$ cat src/rtl/bocc_pkg.sv
// shared types, codes and field layout of the box obstacle cell occupancy block
`timescale 1ns / 1ps

package bocc_pkg;

    // parameter defaults
    localparam int MAX_BOXES_DEF  = 16;
    localparam int INDEX_BITS_DEF = 10;

    // field widths
    localparam int COORD_W   = 16;
    localparam int EXTENT_W  = 15;
    localparam int CELL_W    = 10;
    localparam int CFG_W     = 16;
    localparam int CFG_IDX_W = 2;
    localparam int PROD_W    = CELL_W + EXTENT_W;
    localparam int POINT_W   = PROD_W + 3;
    localparam int ENTRY_W   = 2 * COORD_W + 2 * EXTENT_W;

    // stream payload layout
    localparam int S_TDATA_W = 88;
    localparam int M_TDATA_W = 8;
    localparam int STATUS_W  = 2;
    localparam int CX_LSB    = 0;
    localparam int CY_LSB    = 16;
    localparam int W_LSB     = 32;
    localparam int H_LSB     = 47;
    localparam int ROW_LSB   = 62;
    localparam int COL_LSB   = 72;

    // command codes
    localparam logic CMD_LOAD  = 1'b0;
    localparam logic CMD_QUERY = 1'b1;

    // result status codes
    localparam logic [STATUS_W-1:0] ST_QUERY  = 2'd0;
    localparam logic [STATUS_W-1:0] ST_STORED = 2'd1;
    localparam logic [STATUS_W-1:0] ST_FULL   = 2'd2;

    // register indexes
    localparam logic [CFG_IDX_W-1:0] CFG_CELL_SIZE = 2'd0;
    localparam logic [CFG_IDX_W-1:0] CFG_ORIGIN_X  = 2'd1;
    localparam logic [CFG_IDX_W-1:0] CFG_ORIGIN_Y  = 2'd2;

    // register reset values
    localparam logic [EXTENT_W-1:0]       CELL_SIZE_RST = 15'd26;
    localparam logic signed [COORD_W-1:0] ORIGIN_X_RST  = -16'sd2560;
    localparam logic signed [COORD_W-1:0] ORIGIN_Y_RST  = -16'sd2560;

    // controller to datapath commands
    typedef struct packed {
        logic                capture;
        logic                wr_en;
        logic                load_prod;
        logic                load_point;
        logic                rd_en;
        logic                cmp_en;
        logic                out_load;
        logic [STATUS_W-1:0] status;
    } bocc_cmd_t;

endpackage

$ cat src/rtl/bocc_ctrl.sv
// controller: item sequencing, box count, scan counter and result handshake
`timescale 1ns / 1ps

module bocc_ctrl
    import bocc_pkg::*;
#(
    parameter int MAX_BOXES = MAX_BOXES_DEF,
    parameter int ADDR_W    = (MAX_BOXES > 1) ? $clog2(MAX_BOXES) : 1,
    parameter int CNT_W     = $clog2(MAX_BOXES + 1)
)
(
    input  logic              clk,
    input  logic              rst_n,
    input  logic              s_tvalid,
    output logic              s_tready,
    input  logic              s_tuser,
    output logic              m_tvalid,
    input  logic              m_tready,
    output bocc_cmd_t         cmd,
    output logic [ADDR_W-1:0] wr_addr,
    output logic [ADDR_W-1:0] rd_addr
);

    typedef enum logic [4:0] {
        S_IDLE = 5'b00001,
        S_MUL  = 5'b00010,
        S_ADD  = 5'b00100,
        S_SCAN = 5'b01000,
        S_FIN  = 5'b10000
    } state_t;

    state_t              state_reg, state_next;
    logic [CNT_W-1:0]    count_reg, count_next;
    logic [CNT_W-1:0]    issue_reg, issue_next;
    logic [STATUS_W-1:0] status_reg, status_next;
    logic                m_valid_reg, m_valid_next;
    logic                accept;

    assign s_tready = (state_reg == S_IDLE);
    assign accept   = s_tvalid && s_tready;
    assign m_tvalid = m_valid_reg;
    assign wr_addr  = count_reg[ADDR_W-1:0];

    always_comb
    begin
        state_next   = state_reg;
        count_next   = count_reg;
        issue_next   = issue_reg;
        status_next  = status_reg;
        m_valid_next = m_valid_reg;
        rd_addr      = issue_reg[ADDR_W-1:0];
        cmd          = '0;
        cmd.status   = status_reg;

        if (m_valid_reg && m_tready)
        begin
            m_valid_next = 1'b0;
        end

        case (state_reg)
            S_IDLE:
            begin
                if (accept)
                begin
                    cmd.capture = 1'b1;
                    if (s_tuser == CMD_LOAD)
                    begin
                        if (count_reg < CNT_W'(MAX_BOXES))
                        begin
                            cmd.wr_en   = 1'b1;
                            count_next  = count_reg + 1'b1;
                            status_next = ST_STORED;
                        end
                        else
                        begin
                            status_next = ST_FULL;
                        end
                        state_next = S_FIN;
                    end
                    else
                    begin
                        status_next = ST_QUERY;
                        state_next  = S_MUL;
                    end
                end
            end
            S_MUL:
            begin
                cmd.load_prod = 1'b1;
                state_next    = S_ADD;
            end
            S_ADD:
            begin
                cmd.load_point = 1'b1;
                issue_next     = '0;
                rd_addr        = '0;
                if (count_reg != '0)
                begin
                    cmd.rd_en  = 1'b1;
                    issue_next = CNT_W'(1);
                    state_next = S_SCAN;
                end
                else
                begin
                    state_next = S_FIN;
                end
            end
            S_SCAN:
            begin
                // compare the entry read last cycle, issue the next read while entries remain
                cmd.cmp_en = 1'b1;
                if (issue_reg < count_reg)
                begin
                    cmd.rd_en  = 1'b1;
                    issue_next = issue_reg + 1'b1;
                end
                else
                begin
                    state_next = S_FIN;
                end
            end
            S_FIN:
            begin
                if (!m_valid_reg || m_tready)
                begin
                    cmd.out_load = 1'b1;
                    m_valid_next = 1'b1;
                    state_next   = S_IDLE;
                end
            end
            default:
            begin
                state_next = S_IDLE;
            end
        endcase
    end

    always_ff @(posedge clk or negedge rst_n)
    begin
        if (!rst_n)
        begin
            state_reg   <= S_IDLE;
            count_reg   <= '0;
            issue_reg   <= '0;
            status_reg  <= ST_QUERY;
            m_valid_reg <= 1'b0;
        end
        else
        begin
            state_reg   <= state_next;
            count_reg   <= count_next;
            issue_reg   <= issue_next;
            status_reg  <= status_next;
            m_valid_reg <= m_valid_next;
        end
    end

endmodule

$ cat src/rtl/bocc_dp.sv
// datapath: config registers, box memory, cell point arithmetic and edge tests
`timescale 1ns / 1ps

module bocc_dp
    import bocc_pkg::*;
#(
    parameter int MAX_BOXES  = MAX_BOXES_DEF,
    parameter int INDEX_BITS = INDEX_BITS_DEF,
    parameter int ADDR_W     = (MAX_BOXES > 1) ? $clog2(MAX_BOXES) : 1
)
(
    input  logic                 clk,
    input  logic                 rst_n,
    input  bocc_cmd_t            cmd,
    input  logic [ADDR_W-1:0]    wr_addr,
    input  logic [ADDR_W-1:0]    rd_addr,
    input  logic                 cfg_we,
    input  logic [CFG_IDX_W-1:0] cfg_index,
    input  logic [CFG_W-1:0]     cfg_data,
    input  logic [S_TDATA_W-1:0] s_tdata,
    output logic [M_TDATA_W-1:0] m_tdata,
    output logic [STATUS_W-1:0]  m_tuser
);

    localparam int IDX_USE = (INDEX_BITS < CELL_W) ? INDEX_BITS : CELL_W;
    localparam logic [CELL_W-1:0] IDX_MASK = CELL_W'((1 << IDX_USE) - 1);

    logic [EXTENT_W-1:0]       cell_size_reg;
    logic signed [COORD_W-1:0] origin_x_reg;
    logic signed [COORD_W-1:0] origin_y_reg;

    logic [ENTRY_W-1:0] mem [MAX_BOXES];
    logic [ENTRY_W-1:0] rdata_reg;

    logic [CELL_W-1:0]         row_reg, col_reg;
    logic [PROD_W-1:0]         prod_x_reg, prod_y_reg;
    logic signed [POINT_W-1:0] px2_reg, py2_reg;
    logic signed [POINT_W-1:0] sum_x, sum_y;
    logic                      hit_reg;
    logic                      occupied_reg;
    logic [STATUS_W-1:0]       status_out_reg;

    logic signed [COORD_W-1:0] e_cx, e_cy;
    logic [EXTENT_W-1:0]       e_w, e_h;
    logic signed [POINT_W-1:0] cx_ext, cy_ext, cx2, cy2, w_ext, h_ext;
    logic signed [POINT_W-1:0] lo_x, hi_x, lo_y, hi_y;
    logic                      in_box;

    // configuration
    always_ff @(posedge clk or negedge rst_n)
    begin
        if (!rst_n)
        begin
            cell_size_reg <= CELL_SIZE_RST;
            origin_x_reg  <= ORIGIN_X_RST;
            origin_y_reg  <= ORIGIN_Y_RST;
        end
        else if (cfg_we)
        begin
            case (cfg_index)
                CFG_CELL_SIZE: cell_size_reg <= cfg_data[EXTENT_W-1:0];
                CFG_ORIGIN_X:  origin_x_reg  <= cfg_data;
                CFG_ORIGIN_Y:  origin_y_reg  <= cfg_data;
                default:       ;
            endcase
        end
    end

    // box memory, one write port and one registered read port
    always_ff @(posedge clk)
    begin
        if (cmd.wr_en)
        begin
            mem[wr_addr] <= s_tdata[ENTRY_W-1:0];
        end
    end

    always_ff @(posedge clk)
    begin
        if (cmd.rd_en)
        begin
            rdata_reg <= mem[rd_addr];
        end
    end

    // cell point, doubled scale
    assign sum_x = POINT_W'(prod_x_reg) + POINT_W'(origin_x_reg);
    assign sum_y = POINT_W'(prod_y_reg) + POINT_W'(origin_y_reg);

    always_ff @(posedge clk)
    begin
        if (cmd.capture)
        begin
            row_reg <= s_tdata[ROW_LSB +: CELL_W] & IDX_MASK;
            col_reg <= s_tdata[COL_LSB +: CELL_W] & IDX_MASK;
        end
        if (cmd.load_prod)
        begin
            prod_x_reg <= PROD_W'(col_reg) * PROD_W'(cell_size_reg);
            prod_y_reg <= PROD_W'(row_reg) * PROD_W'(cell_size_reg);
        end
        if (cmd.load_point)
        begin
            px2_reg <= {sum_x[POINT_W-2:0], 1'b0};
            py2_reg <= {sum_y[POINT_W-2:0], 1'b0};
        end
    end

    // edge tests at doubled scale: left and bottom inclusive
    assign e_cx   = rdata_reg[CX_LSB +: COORD_W];
    assign e_cy   = rdata_reg[CY_LSB +: COORD_W];
    assign e_w    = rdata_reg[W_LSB +: EXTENT_W];
    assign e_h    = rdata_reg[H_LSB +: EXTENT_W];
    assign cx_ext = POINT_W'(e_cx);
    assign cy_ext = POINT_W'(e_cy);
    assign cx2    = {cx_ext[POINT_W-2:0], 1'b0};
    assign cy2    = {cy_ext[POINT_W-2:0], 1'b0};
    assign w_ext  = POINT_W'(e_w);
    assign h_ext  = POINT_W'(e_h);
    assign lo_x   = cx2 - w_ext;
    assign hi_x   = cx2 + w_ext;
    assign lo_y   = cy2 - h_ext;
    assign hi_y   = cy2 + h_ext;
    assign in_box = (lo_x <= px2_reg) && (px2_reg < hi_x)
                 && (lo_y <= py2_reg) && (py2_reg < hi_y);

    always_ff @(posedge clk or negedge rst_n)
    begin
        if (!rst_n)
        begin
            hit_reg <= 1'b0;
        end
        else if (cmd.capture)
        begin
            hit_reg <= 1'b0;
        end
        else if (cmd.cmp_en && in_box)
        begin
            hit_reg <= 1'b1;
        end
    end

    // output register
    always_ff @(posedge clk)
    begin
        if (cmd.out_load)
        begin
            occupied_reg   <= hit_reg;
            status_out_reg <= cmd.status;
        end
    end

    assign m_tdata = {{(M_TDATA_W-1){1'b0}}, occupied_reg};
    assign m_tuser = status_out_reg;

endmodule

$ cat src/rtl/box_obstacle_cell_occupancy_top.sv
// top level of the box obstacle cell occupancy block
`timescale 1ns / 1ps

// channel   | dir  | handshake          | payload
// ----------+------+--------------------+------------------------------------------
// s_        | in   | s_tvalid/s_tready  | tuser command, tdata box and cell fields
// m_        | out  | m_tvalid/m_tready  | tuser status, tdata occupied flag
// cfg_      | in   | cfg_we             | cfg_index register, cfg_data value
//
// a load goes from input transfer straight to the final step; a query multiplies, adds,
//   then scans the n stored boxes from the box memory read port one entry a cycle
// one item at a time; s_tready is high only while the controller is idle
// the result sits in an output register, so the next item is taken while it waits
// reset clears the box count and restores the register defaults; box entries are not cleared
// a stalled result holds the controller in its final step until m_tready

module box_obstacle_cell_occupancy_top
    import bocc_pkg::*;
#(
    parameter int MAX_BOXES  = MAX_BOXES_DEF,
    parameter int INDEX_BITS = INDEX_BITS_DEF
)
(
    input  logic                 clk,
    input  logic                 rst_n,
    // input stream
    input  logic                 s_tvalid,
    output logic                 s_tready,
    // box_center_x[15:0], box_center_y[31:16], box_width[46:32],
    // box_height[61:47], cell_row[71:62], cell_col[81:72], zero fill
    input  logic [S_TDATA_W-1:0] s_tdata,
    // command[0]
    input  logic                 s_tuser,
    // result stream
    output logic                 m_tvalid,
    input  logic                 m_tready,
    // occupied[0], zero fill
    output logic [M_TDATA_W-1:0] m_tdata,
    // status[1:0]
    output logic [STATUS_W-1:0]  m_tuser,
    // configuration writes
    input  logic                 cfg_we,
    input  logic [CFG_IDX_W-1:0] cfg_index,
    input  logic [CFG_W-1:0]     cfg_data
);

    localparam int ADDR_W = (MAX_BOXES > 1) ? $clog2(MAX_BOXES) : 1;
    localparam int CNT_W  = $clog2(MAX_BOXES + 1);

    bocc_cmd_t         cmd;
    logic [ADDR_W-1:0] wr_addr;
    logic [ADDR_W-1:0] rd_addr;

    // sequencing, box count and result valid
    bocc_ctrl #(
        .MAX_BOXES (MAX_BOXES),
        .ADDR_W    (ADDR_W),
        .CNT_W     (CNT_W)
    ) u_ctrl (
        .clk      (clk),
        .rst_n    (rst_n),
        .s_tvalid (s_tvalid),
        .s_tready (s_tready),
        .s_tuser  (s_tuser),
        .m_tvalid (m_tvalid),
        .m_tready (m_tready),
        .cmd      (cmd),
        .wr_addr  (wr_addr),
        .rd_addr  (rd_addr)
    );

    // registers, box memory, point arithmetic, edge tests, output register
    bocc_dp #(
        .MAX_BOXES  (MAX_BOXES),
        .INDEX_BITS (INDEX_BITS),
        .ADDR_W     (ADDR_W)
    ) u_dp (
        .clk       (clk),
        .rst_n     (rst_n),
        .cmd       (cmd),
        .wr_addr   (wr_addr),
        .rd_addr   (rd_addr),
        .cfg_we    (cfg_we),
        .cfg_index (cfg_index),
        .cfg_data  (cfg_data),
        .s_tdata   (s_tdata),
        .m_tdata   (m_tdata),
        .m_tuser   (m_tuser)
    );

endmodule

$ cat config.mk
export PLATFORM = sky130hd
export DESIGN_NAME = box_obstacle_cell_occupancy_top
export DESIGN_NICKNAME = d
export VERILOG_FILES = /design/src/rtl/bocc_pkg.sv /design/src/rtl/bocc_ctrl.sv /design/src/rtl/bocc_dp.sv /design/src/rtl/box_obstacle_cell_occupancy_top.sv
export SDC_FILE = /design/constraint.sdc
export NUM_CORES = 2
export LEC_CHECK = 0
export ABC_AREA = 0
export BUFFER_PORTS_ARGS = -buffer_cell sky130_fd_sc_hd__buf_2
export CELL_PAD_IN_SITES_DETAIL_PLACEMENT = 0
export CELL_PAD_IN_SITES_GLOBAL_PLACEMENT = 1
export CORE_MARGIN = 10
export CORE_UTILIZATION = 50
export CTS_BUF_LIST = sky130_fd_sc_hd__clkbuf_4
export DETAILED_ROUTE_END_ITERATION = 10
export GPL_TIMING_DRIVEN = 0
export PLACE_DENSITY = 0.9
export SLEW_MARGIN = 25
export SYNTH_ARGS = -nofsm -noshare
export SYNTH_HDL_FRONTEND = slang
export SYNTH_SLANG_ARGS = --single-unit
$ cat constraint.sdc
create_clock -name clk -period 6.8 [get_ports clk]
set_input_delay 1.02 -clock clk [delete_from_list [all_inputs] [get_ports clk]]
set_output_delay 1.02 -clock clk [all_outputs]
set_load 0.02 [all_outputs]
-- Word level (Yosys, flattened, before mapping)
Memories as Yosys holds them, arrays and structs flattened. A register that Yosys moved wholly into a read port is not among the register bits.
Index checks and enable logic that the tools add are counted.
Widths: inputs -> output; s select.
- flip-flop bits (word level): 193
- memory bits (writable): 992
- input port bits: 112
- output and inout port bits: 12
- logic and storage cells: 96
- memories: 1
- add/sub/neg operators: 8
- multipliers: 2
- $lt $le $gt $ge: 6
- equality and inequality tests: 11
- muxes and demuxes: 31
- bitwise logic cells: 1
- reduce and logical (&&, ||, !) cells: 19
- memories (name ; words ; width ; rd ports ; clocked after Yosys merged registers in ; wr ports ; line ; source):
    u_dp.mem ; 16 ; 62 ; 1 ; 1 ; 1 ; bocc_dp.sv:32 ; logic [ENTRY_W-1:0] mem [MAX_BOXES];
- operator list (kind ; count):
    $le 28x28->1 ; 2
    $lt 28x28->1 ; 2
    $add 26x16->27 ; 2
    $mul 10x15->25 ; 2
    $add 17x16->18 ; 2
    $sub 17x16->18 ; 2
    $mux 5 ; 6
    $pmux 5 s5 ; 1
    $mux 1 ; 17
    $add 5x1->5 const B ; 2
    $pmux 5 s2 ; 1
    $reduce_and 2->1 ; 5
    $mux 2 ; 4
    $logic_and 1x1->1 ; 6
    $eq 5x1->1 const B ; 1
    $eq 5x2->1 const B ; 1
    $eq 5x3->1 const B ; 1
    $eq 5x4->1 const B ; 1
    $eq 5x5->1 const B ; 1
    $lt 5x5->1 ; 1
    $lt 5x5->1 const B ; 1
    $reduce_bool 5->1 ; 1
    $mux 4 ; 1
    $ne 2x1->1 const B ; 2
    11 further kinds ; 13

-- Depth between registers and ports, before layout
- depth after elaboration: 8
- depth in mapped cells: 22
- gate-level depth less buffers: 22

-- Cells and area by module
From an unflattened synthesis, not the netlist that was laid out.
- cell total of the unflattened synthesis: 3941
- area, all modules: 62870.3 sq um
- modules (own cells, without submodules) (module ; instances ; cells each ; area each (sq um) ; seq. area each (sq um)):
    bocc_dp ; 1 ; 3831 ; 61815.5 ; 36683.9
    bocc_ctrl ; 1 ; 110 ; 1054.8 ; 451.7

-- Least setup slack after synthesis
OpenSTA, ideal clock, no wires.
- path type: input -> register
- from: input s_tvalid
- to: memory u_dp.mem[3][0] (netlist name) (enable)
- library setup time: 0.558 ns
- data arrival time: 6.205 ns
- data required time: 6.242 ns
- slack: 0.037 ns
- cell stages on the path: 4
- buffers on the path: 0
- path through: nand2_1 -> nor3_1 -> nand2_1 -> nor3_1
- longest elaborated chain between the ends: 5
- ends and longest elaborated chain (item ; line ; source):
    from (decl) ; box_obstacle_cell_occupancy_top.sv:27 ; input logic s_tvalid,
    $logic_and 1x1->1 ; bocc_ctrl.sv:40 ; assign accept = s_tvalid && s_tready;
    $mux 2 ; bocc_ctrl.sv:63 ; if (accept)
    $mux 2 ; bocc_ctrl.sv:60 ; case (state_reg)
    $mux 1 ; bocc_dp.sv:72 ; if (cmd.wr_en)
    $mux 1 (not written as such) ; bocc_dp.sv:74 ; mem[wr_addr] <= s_tdata[ENTRY_W-1:0];
    to (decl) ; bocc_dp.sv:32 ;
No other way between the ends.

-- Final worst setup path
- from: register u_dp.col_reg[1]
- to: register u_dp.prod_x_reg[23] (data pin)
- longest elaborated chain between the ends: 1
- ends and longest elaborated chain (item ; line ; source):
    from (decl) ; bocc_dp.sv:35 ; logic [CELL_W-1:0] row_reg, col_reg;
    from (signal assigned) ; bocc_dp.sv:95 ; col_reg <= s_tdata[COL_LSB +: CELL_W] & IDX_MASK;
    $mul 10x15->25 ; bocc_dp.sv:99 ; prod_x_reg <= PROD_W'(col_reg) * PROD_W'(cell_size_reg);
    to (signal assigned) ; bocc_dp.sv:99 ;
    to (decl) ; bocc_dp.sv:36 ; logic [PROD_W-1:0] prod_x_reg, prod_y_reg;
No other way between the ends.
A chain may end at the register's enable or synchronous reset.

==> metrics <==
DR vias=41800; sequential area share after synthesis=57.9%; cell taking the most area after synthesis=edfxtp_1; cell count along the critical path=21; R2R Path Start=u_dp.col_reg[1]; Sw Share=40.4%; Worst Hold Depth=2; Post-synth EDFFs=1181; crit end category=flop; max reg flops=992; synthesized area=64100 um2; fin nets=5933; Slew Viols, Final=0; vias in the first global route=42600; Cell Rows=131; leakage power=28.2 nW; Tmin final=6.46 ns; total wire length=167000 um; clock buffer depth=4; Die ar.=143000 um2; Int Pwr=20.3 mW; ys flop type=edfxtp_1; async set-or-reset flop fraction in the synthesized netlist=5.29%; crit path kind=reg2reg; CTS tree=built; Final period util=95.0%; fmax=0.155 GHz; CP startpoint kind=flop; CTS clk-pin slew, worst paths=0.06 ns; crit-path cells=clkbuf_1, nand2_1, fa_1, inv_1, fa_1, inv_1, fa_1, inv_1, fa_1, inv_1, fa_1, inv_1, ha_1, nor4_1, o21ai_1, a41oi_1, o21ai_1, a311o_1, a21oi_1, a21oi_1, xor2_1; First DRT Iteration DRCs=4097; final count of hold timing violations=0; crit path from=u_dp.col_reg[1]; Residual DRC=0; Vias/cell=5.83; Die W=378 um; setup bufs post-CTS=0; Worst VDD drop=0.579 mV; worst-margin pin slew=1.11 ns; max_slew headroom=26.1%; first-pass GRT wire length=251000 um; FF+latch count, synth=1247; post-detailed-route count of antenna-violating nets=0; Area after DPL=68200 um2; run status=finished clean; clock power share=19.1%; H-tree levels=5; Final Skew=0.114 ns; largest net degree at the start of global routing=55; register area=37100 um2; Comb pwr share=52.1%; Final Setup Violations=0; IO Port Bufs=110; Post-Layout Inst Area=72500 um2; Num CTS Buffers=330; power share of the sequential group=28.7%; IO Count=124; crit path DAT=7.43 ns; Starting Density=50.3%; CORE AREA=128000 um2; Num Clock Sinks=1247; multi-input logic area=24700 um2; worst reg-to-reg path cell count=21; max-cap violations=0; Pwr Density=470 nW/um2; Post-Route Setup TNS=0 ns; drt first pass iters=6; Clock Latency Late Sink=1.28 ns; Hold Crit Start=cfg_data[3]; Hold Path Class=in2reg; Buf+Inv Stages, Crit Path=6; layout cells sized above 1=18.1%; WL per Instance=23.3 um; die height=378 um; Filler Cell Count=9906; dpl hpwl=120000 um; Layout Area Growth over Synthesis=13.2%; max incr delay on CP=0.59 ns; Yosys warnings=0; Net Sw Power=13.8 mW; Total GRT Usage=23.0%; CP top delay family=adder cells; synth top area cells=edfxtp_1 55%, ha_1 6.7%, fa_1 6.6%; RD Place Congestion=0.890; clock root cell=clkbuf_4; Required @ worst endpoint=7.78 ns; Syn Area/Cell=13.6 um2; initial antenna violation count=26; Yosys top cell area share=55.3%; Post-Syn Instances=4715; grt total ovfl=0; worst-path fanout max=10; Synth cell types=88; Slowest cell on crit path=edfxtp_1; RSZ-0062 raised after global routing=false
-- per-stage QoR --
| step | setup WS (ns) | hold WS, ns | cells | util [%] | power (mW) |
|---|---|---|---|---|---|
| after global placement | -4.66 | 0.442 | 6493 | 52.3 | 27.2 |
| after detailed placement | 0.424 | 0.441 | 6573 | 53.5 | 27.5 |
| after global routing | 0.0419 | 0.0638 | 7160 | 56.9 | 36.6 |
| after CTS | 0.422 | 0.00592 | 7150 | 56.8 | 34.2 |
| final | 0.343 | 0.0868 | 7166 | 56.9 | 34.1 |
| after floorplan | 0.0374 | 0.425 | 4721 | - | 22.7 |
-- metal layers --
layer	wire length, um	vias up	global-route usage, %
met5	97	-	0
met3	15400	465	5.29
li1	-	18600	-
met1	63200	20500	28.8
met4	8510	16	12.1
met2	79600	2200	37.3
-- Yosys cell counts (4+ instances only) --
master and instances:
mux2_2 111, inv_1 391, a211oi_1 135, a21oi_1 120
clkbuf_1 192, nor4_1 7, buf_1 26, a21o_1 63
o211ai_1 8, nand3b_1 6, nand2b_1 18, mux2i_1 63
or3_1 8, nor2_1 122, edfxtp_1 1181, dfrtp_1 50
o21ai_0 51, and4_1 4, nand4_1 31, a2111oi_0 6
nor2b_1 24, a21boi_1 5, and2_1 137, ha_1 345
buf_2 10, o21a_1 20, fa_1 210, o21bai_1 22
nor3_1 31, o22ai_1 66, buf_4 8, o31ai_1 11
dfstp_2 16, o21ai_1 26, xnor2_1 104, nand2_1 553
or2_2 6, a31oi_1 136, nand3_1 20, mux4_2 124
xor2_1 39, and3_1 136
-- area by class of cell --
cell class | count | share of cell area (%)
well taps | 1662 | 2.87
inverters | 392 | 2.03
clock inverters | 88 | 0.795
diodes | 16 | 0.0552
plain buffers | 236 | 1.30
repair buffers | 213 | 2.87
flip-flops and latches | 1247 | 51.2
clock buffers | 466 | 4.82
multi-input cells | 2846 | 34.1
-- final timing paths --
check	endpoint	slack (ns)
min	u_dp.origin_x_reg[3]	0.09
min in group asynchronous	u_dp.cell_size_reg[12]	0.21
max	u_dp.prod_x_reg[23]	0.34
max in group asynchronous	u_dp.cell_size_reg[3]	5.94
max reg2reg	u_dp.prod_x_reg[23]	0.34
min reg2reg	u_dp.m_tuser[1]	0.45
-- power by group through the flow --
stage / registers (mW) / logic (mW) / clock network (mW)
after floorplan: 9.86 / 12.8 / 0
after global placement: 9.96 / 17.3 / 0
after detailed placement: 9.95 / 17.5 / 0
after CTS: 9.80 / 17.8 / 6.61
after global routing: 9.82 / 19.7 / 7.01
final: 9.80 / 17.8 / 6.52
-- kinds of logic (layout without fill, tap and decap cells) --
logic type | after synthesis | after routing | synth area share [%]
other cells | 1 | 23 | 0.00585
simple gates | 1119 | 1119 | 8.27
xor+xnor | 143 | 143 | 1.95
mux | 298 | 298 | 7.29
fa+ha+maj | 555 | 555 | 13.3
compound gates | 724 | 724 | 7.50
flops | 1247 | 1247 | 57.9
buf+inv | 628 | 1395 | 3.74
-- repair_timing --
action                                  in CTS  in global routing
hold buffers                                23                  0
endpoints found under the hold margin       78                  0
gates resized for setup                      0                  7
endpoints found under the setup margin       0                  2
-- cells in the final DEF, fill, tap and decap left out, types with 31 or more instances in the layout --
cell type	Yosys	final
edfxtp_1	1181	1181
nand2_1	553	553
clkbuf_4	0	467
inv_1	391	391
ha_1	345	345
fa_1	210	210
clkbuf_1	192	183
and2_1	137	137
and3_1	136	136
a31oi_1	136	136
a211oi_1	135	135
mux4_2	124	124
a21oi_1	120	120
buf_2	10	120
mux2_2	111	111
nor2_1	122	110
xnor2_1	104	104
clkinv_1	0	70
o22ai_1	66	66
mux2i_1	63	63
a21o_1	63	62
o21ai_0	51	51
dfrtp_1	50	50
buf_4	8	45
xor2_1	39	39
nand4_1	31	31
Note: power is estimated with default switching activity, not from simulation.
